$ cat src/adt_pkg.sv
// ----------------------------------------------------------------------------
// adt_pkg
// Shared types, codes and constants of the atom dedup table.
// ----------------------------------------------------------------------------
package adt_pkg;

  localparam int unsigned TABLE_ENTRIES_DEF = 1024;
  localparam int unsigned OPND_W = 31;
  localparam int unsigned TAG_W  = 2;
  localparam int unsigned PORT_W = 11;  // atom_index and keep_count width
  localparam int unsigned ATOM_W = TAG_W + 2 * OPND_W;
  localparam logic [TAG_W-1:0] EQ_TAG = '0;

  typedef enum logic [2:0] {
    OP_GET      = 3'd0,
    OP_FIND     = 3'd1,
    OP_GET_EQ   = 3'd2,
    OP_FIND_EQ  = 3'd3,
    OP_TRUNCATE = 3'd4,
    OP_RESET    = 3'd5,
    OP_RSVD6    = 3'd6,
    OP_RSVD7    = 3'd7
  } op_t;

  typedef enum logic [1:0] {
    ST_OK        = 2'd0,
    ST_NOT_FOUND = 2'd1,
    ST_FULL      = 2'd2,
    ST_BAD_KEEP  = 2'd3
  } status_t;

  // Result kinds chosen by the controller
  typedef enum logic [2:0] {
    RES_HIT,
    RES_MISS,
    RES_NEW,
    RES_FULL,
    RES_BAD_KEEP,
    RES_CLEAR_OK,
    RES_NOP
  } res_t;

  typedef struct packed {
    logic load;       // capture the input transaction
    logic rd_en;      // read the store at the scan pointer
    logic scan_inc;   // advance the scan pointer
    logic append;     // write the new atom and bump the count
    logic cnt_keep;   // truncate the count to keep_count
    logic cnt_zero;   // empty the table
    logic finish;     // load the output register
    res_t res;
  } adt_cmd_t;

  typedef struct packed {
    op_t  op;
    logic scan_end;   // scan pointer reached the count
    logic hit;        // stored atom equals the request
    logic full;       // count equals capacity
    logic keep_bad;   // keep_count above the count
    logic out_free;   // output register can take a result
  } adt_stat_t;

endpackage

$ cat src/adt_ctrl.sv
// ----------------------------------------------------------------------------
// adt_ctrl
// Controller: sequences dispatch, store scan and result hand-off.
// ----------------------------------------------------------------------------
module adt_ctrl (
  input  logic              clk,
  input  logic              rst,
  input  logic              in_valid,
  output logic              in_ready,
  input  adt_pkg::adt_stat_t stat,
  output adt_pkg::adt_cmd_t  cmd
);
  import adt_pkg::*;

  typedef enum logic [3:0] {
    S_IDLE     = 4'b0001,
    S_DISPATCH = 4'b0010,
    S_READ     = 4'b0100,
    S_CMP      = 4'b1000
  } state_t;

  state_t state, state_next;

  assign in_ready = (state == S_IDLE);

  // Next state and commands
  always_comb begin
    state_next = state;
    cmd        = '0;
    cmd.res    = RES_NOP;
    unique case (state)
      S_IDLE: begin
        if (in_valid) begin
          cmd.load   = 1'b1;
          state_next = S_DISPATCH;
        end
      end
      S_DISPATCH: begin
        case (stat.op) inside
          OP_GET, OP_FIND, OP_GET_EQ, OP_FIND_EQ: state_next = S_READ;
          OP_TRUNCATE: begin
            if (stat.out_free) begin
              cmd.finish = 1'b1;
              if (stat.keep_bad) begin
                cmd.res = RES_BAD_KEEP;
              end else begin
                cmd.res      = RES_CLEAR_OK;
                cmd.cnt_keep = 1'b1;
              end
              state_next = S_IDLE;
            end
          end
          OP_RESET: begin
            if (stat.out_free) begin
              cmd.finish   = 1'b1;
              cmd.res      = RES_CLEAR_OK;
              cmd.cnt_zero = 1'b1;
              state_next   = S_IDLE;
            end
          end
          default: begin
            if (stat.out_free) begin
              cmd.finish = 1'b1;
              cmd.res    = RES_NOP;
              state_next = S_IDLE;
            end
          end
        endcase
      end
      S_READ: begin
        if (stat.scan_end) begin
          // Miss after the whole table: append or report
          if (stat.out_free) begin
            cmd.finish = 1'b1;
            state_next = S_IDLE;
            if (stat.op == OP_GET || stat.op == OP_GET_EQ) begin
              if (stat.full) begin
                cmd.res = RES_FULL;
              end else begin
                cmd.res    = RES_NEW;
                cmd.append = 1'b1;
              end
            end else begin
              cmd.res = RES_MISS;
            end
          end
        end else begin
          cmd.rd_en  = 1'b1;
          state_next = S_CMP;
        end
      end
      S_CMP: begin
        if (stat.hit) begin
          if (stat.out_free) begin
            cmd.finish = 1'b1;
            cmd.res    = RES_HIT;
            state_next = S_IDLE;
          end
        end else begin
          cmd.scan_inc = 1'b1;
          state_next   = S_READ;
        end
      end
      default: state_next = S_IDLE;
    endcase
  end

  always_ff @(posedge clk) begin
    if (rst) begin
      state <= S_IDLE;
    end else begin
      state <= state_next;
    end
  end

endmodule

$ cat config.mk
export PLATFORM = sky130hd
export DESIGN_NAME = adt_ctrl
export DESIGN_NICKNAME = d
export VERILOG_FILES = /design/src/adt_pkg.sv /design/src/adt_ctrl.sv
export SDC_FILE = /design/constraint.sdc
export NUM_CORES = 1
export LEC_CHECK = 0
export BUFFER_PORTS_ARGS = -buffer_cell sky130_fd_sc_hd__buf_2
export CAP_MARGIN = 20
export CORE_AREA = 4 4 41 43
export CTS_CLUSTER_DIAMETER = 120
export DETAILED_ROUTE_END_ITERATION = 12
export DIE_AREA = 0 0 45 47
export SLEW_MARGIN = 10
export SYNTH_ARGS = -nofsm -noshare
export SYNTH_HDL_FRONTEND = slang
export SYNTH_SLANG_ARGS = --single-unit
$ cat constraint.sdc
create_clock -name clk -period 2.5 [get_ports clk]
set_clock_uncertainty 0.05 [all_clocks]
set_input_delay 0.25 -clock clk [delete_from_list [all_inputs] [get_ports clk]]
set_output_delay 0.25 -clock clk [all_outputs]
set_load 0.02 [all_outputs]
[Word-level counts from Yosys, hierarchy flattened]
Index checks and enable logic that the tools add are counted.
Storage, ports and cells
  output and inout bits: 11
  input port bits: 11
  bits in registers: 4
Cells by class
  mux-type cells: 39
  reductions and logical operators: 3
  eq/ne operators: 10
Operators by type and width (count)
  two-way mux 4 bit: 14
  two-way mux 1 bit: 20
  one-hot mux 4 bit (4 select lines): 1
  one-hot mux 4 bit (3 select lines): 1
  equality test 3 x 2 -> 1 bit, second input constant: 2
  equality test 3 bit, second input constant: 2
  two-way mux 5 bit: 1
  equality test 4 x 1 -> 1 bit, second input constant: 1
  equality test 4 x 2 -> 1 bit, second input constant: 1
  equality test 4 x 3 -> 1 bit, second input constant: 1
  equality test 4 bit, second input constant: 1
  OR reduction 4 bit: 1
  equality test 3 x 1 -> 1 bit, second input constant: 1
  zero test 3 bit: 1
  two-way mux 3 bit: 1
  two-way mux 2 bit: 1
  != test 2 bit, second input constant: 1
  logical OR 1 bit: 1

[Logic depth before layout (Yosys ltp)]
  depth in word-level cells: 6
  gate-level depth with buffers: 5
  depth with buffers taken out: 4

[Least setup slack after synthesis]
OpenSTA, ideal clock, no wires.
  path type: reg2out
  start: register state[0]
  end: output port cmd[6] in the netlist's numbering
  path buffers: 1
  slack: 0.647 ns
  arrival time: 1.553 ns
  cell stages (with the launch flop): 6
  required time: 2.200 ns
  cells stage by stage: dfxtp_1 -> buf_6 -> nor2b_1 -> nor3b_2 -> nand3_1 -> nor4_1
RTL lines
  start, declared: line adt_ctrl.sv:22  | state_t state, state_next;
  start signal, assigned: line adt_ctrl.sv:112  | state <= state_next;
  end, declared: line adt_ctrl.sv:11  | output adt_pkg::adt_cmd_t cmd

==> results_dict.tcl <==
set metrics [dict create \
    async_reset_ff_frac 0 \
    row_count 13 \
    io_buffers 21 \
    synthSimpleGateAreaFrac 0.436 \
    antenna_found_initial 0 \
    start_util 0.344 \
    synth_compound_area_frac 0.260 \
    setup.worst_path.end "cmd[6]" \
    r2r_start "state[1]" \
    fp.dieW_um 45 \
    nFillCells 155 \
    final_nets 96 \
    largestRegisters "state: 4 flops" \
    cts_inserted_buffers 3 \
    power_density_mw_per_mm2 398 \
    diodes 0 \
    r2r_setup_slack_ns 0.89 \
    hold_path_class "in -> reg" \
    overflow 0 \
    dr.pass1.iters 2 \
    die_h_um 47 \
    grt_pass1_vias 422 \
    fmax_ghz 0.473 \
    syn_to_final_growth_pct 26.3 \
    fin_ws_ns 0.385 \
    worstSetupPathType "reg -> out" \
    post_synth_num_cell_types 31 \
    clock_sinks 4 \
    crit_path_start "state[2]" \
    reg2reg_depth 3 \
    synth_nets 74 \
    synth_fa_ha_area_frac 0 \
    setup_tns_ns 0 \
    grt_usage 0.115 \
    drt_iter0_drc 8 \
    synth_edf_count 0 \
    worstSetupEndpointType "output port" \
    ant_nets 0 \
    maxSlewHeadroom 0.737 \
    synth_top_area_frac 0.179 \
    synth_seq_area_share 0.179 \
    synthXorXnorAreaFrac 0.0196 \
    p_leak_nw 0.251 \
    stdcell_count 98 \
    fin_crit_ns 2.12 \
    num_io_pins 22 \
    post_cts_buffers 0 \
    status "finished, final reports clean" \
    drc 0 \
    viasPerCell 5.40 \
    avgRoutedWirePerCell_um 11.8 \
    layout-drive-gt1-share 0.325 \
    fp.coreArea_mm2 0.00130 \
    setup.worst_path.start_class "flip-flop" \
    synthCells 63 \
    synth.area.top_cells "dfxtp_1 18%, a21oi_1 5.6%, nand2b_1 5.6%" \
    rsz0062_at_grt "no" \
    hpwl_um 910 \
    grt_pass1_wl_um 1800 \
    post-place-ws_ns 0.637 \
    h-tree-depth 1 \
    gp_congestion 0.756 \
    path_clk_slew_ns 0.04 \
    ir_worst_vdd_mv 0.314 \
    wl_um 1150 \
    cts_hold_repair.buffers 0 \
    syn_area_per_cell_um2 7.11 \
    tightestPinTransition_ns 0.392 \
    dr_total_vias 529 \
    slew_viol_final 0 \
    syn_area_um2 448 \
    die_area_mm2 0.00212 \
    max_cap_viol_count 0 \
    cts-root-buf "clkbuf_4" \
    grt_max_degree 14 \
    synthMuxAreaShare 0 \
    synth-main-ff-cell "dfxtp_1" \
    synth_top_family_by_area "simple AND/OR/NAND/NOR gates" \
    clock_path_buffers 2 \
    ys_seq_elements 4 \
    cts.repair.resized 0 \
    crit_fanout 13 \
    clock_latency_ns 0.23 \
    cts_tree "yes" \
    timing.rr.end "state[2]" \
    period_share 0.846 \
    dpl.cell_count 95 \
    finalHoldViolations 0 \
    synth_area_leader_cell "dfxtp_1" \
    arrival_ns 1.82 \
    crit_required_ns 2.20 \
    setup_viol 0 \
    largest_register "state" \
    largest_reg_flops 4 \
    ys_warn_count 0 \
]
-- cell usage in the layout (no fill, tap or decap) --
cell / netlist / routed
a22o_1: 2 / 2
o21ai_0: 3 / 3
nor2b_1: 1 / 1
nand4_1: 1 / 1
nor2_1: 4 / 4
and3_1: 2 / 2
clkbuf_4: 0 / 3
o31ai_1: 1 / 1
nor4_2: 1 / 1
nand2_1: 2 / 2
o211ai_1: 1 / 1
nor4_1: 2 / 2
nor3_1: 5 / 5
inv_1: 5 / 5
and2_1: 2 / 2
and3b_1: 1 / 1
a211oi_1: 1 / 1
xnor2_1: 1 / 1
a21o_1: 2 / 2
a31oi_1: 1 / 1
nor3b_2: 1 / 1
buf_2: 2 / 21
nand3b_1: 2 / 2
o22ai_1: 1 / 1
or4b_4: 1 / 1
nand3_1: 2 / 2
dfxtp_1: 4 / 4
nand2b_1: 4 / 4
o311ai_0: 1 / 1
a21oi_1: 5 / 5
-- power breakdown --
group	total, mW	internal, mW	switching [mW]
logic	0.0675	0.0289	0.0387
registers	0.0800	0.0685	0.0114
clock network	0.0777	0.0535	0.0242
total	0.225	0.151	0.0742
-- routing by layer --
metal	share of wire	GRT usage
met5	0	0
met4	0	0
met3	0.085	0.0575
met2	0.45	0.184
met1	0.47	0.150
-- worst min path at each step --
stage / from / end / cells past startpoint
floorplan: stat[0] / state[0] / 1
global placement: stat[0] / state[0] / 2
detailed placement: stat[0] / state[0] / 2
CTS: stat[0] / state[0] / 2
global route: stat[0] / state[0] / 2
finish: stat[0] / state[0] / 2
-- metrics by stage --
step / instance area, um2 / util / hold WS (ns) / power [mW]
finish: 566 / 0.435 / 0.262 / 0.225
global placement: 543 / 0.417 / 0.488 / 0.148
CTS: 566 / 0.435 / 0.257 / 0.231
floorplan: 448 / - / 0.310 / 0.127
detailed placement: 543 / 0.417 / 0.500 / 0.149
global route: 566 / 0.435 / 0.272 / 0.246
-- cell usage after synthesis, drive strengths merged (2+ instances only) --
cell type	n
a21o	2
a21oi	5
a22o	2
and2	2
and3	2
buf	4
dfxtp	4
inv	5
nand2	2
nand2b	4
nand3	2
nand3b	2
nor2	4
nor3	5
nor4	3
o21ai	3
-- area by class of cell --
cell class,instances,area [um2],area share
Multi-Input combinational cell,50,320,0.566
Timing Repair Buffer,21,105,0.186
Sequential cell,4,80.1,0.142
Clock buffer,3,22.5,0.0398
Inverter,5,18.8,0.0332
Tap cell,15,18.8,0.0332
-- logic make-up (layout without fill, tap and decap cells) --
family,Yosys count,count (layout)
simple gates,31,31
compound gates,18,18
buf+inv,9,29
flops,4,4
xor+xnor,1,1
-- worst max-delay path, cell delays in order, from the launching register on --
cell and delay, ns:
dfxtp_1 0.54, nor2b_1 0.20, nor3b_2 0.33, nand3_1 0.15
nor4_1 0.16, buf_2 0.20
Note: power is estimated with default switching activity, not from simulation.
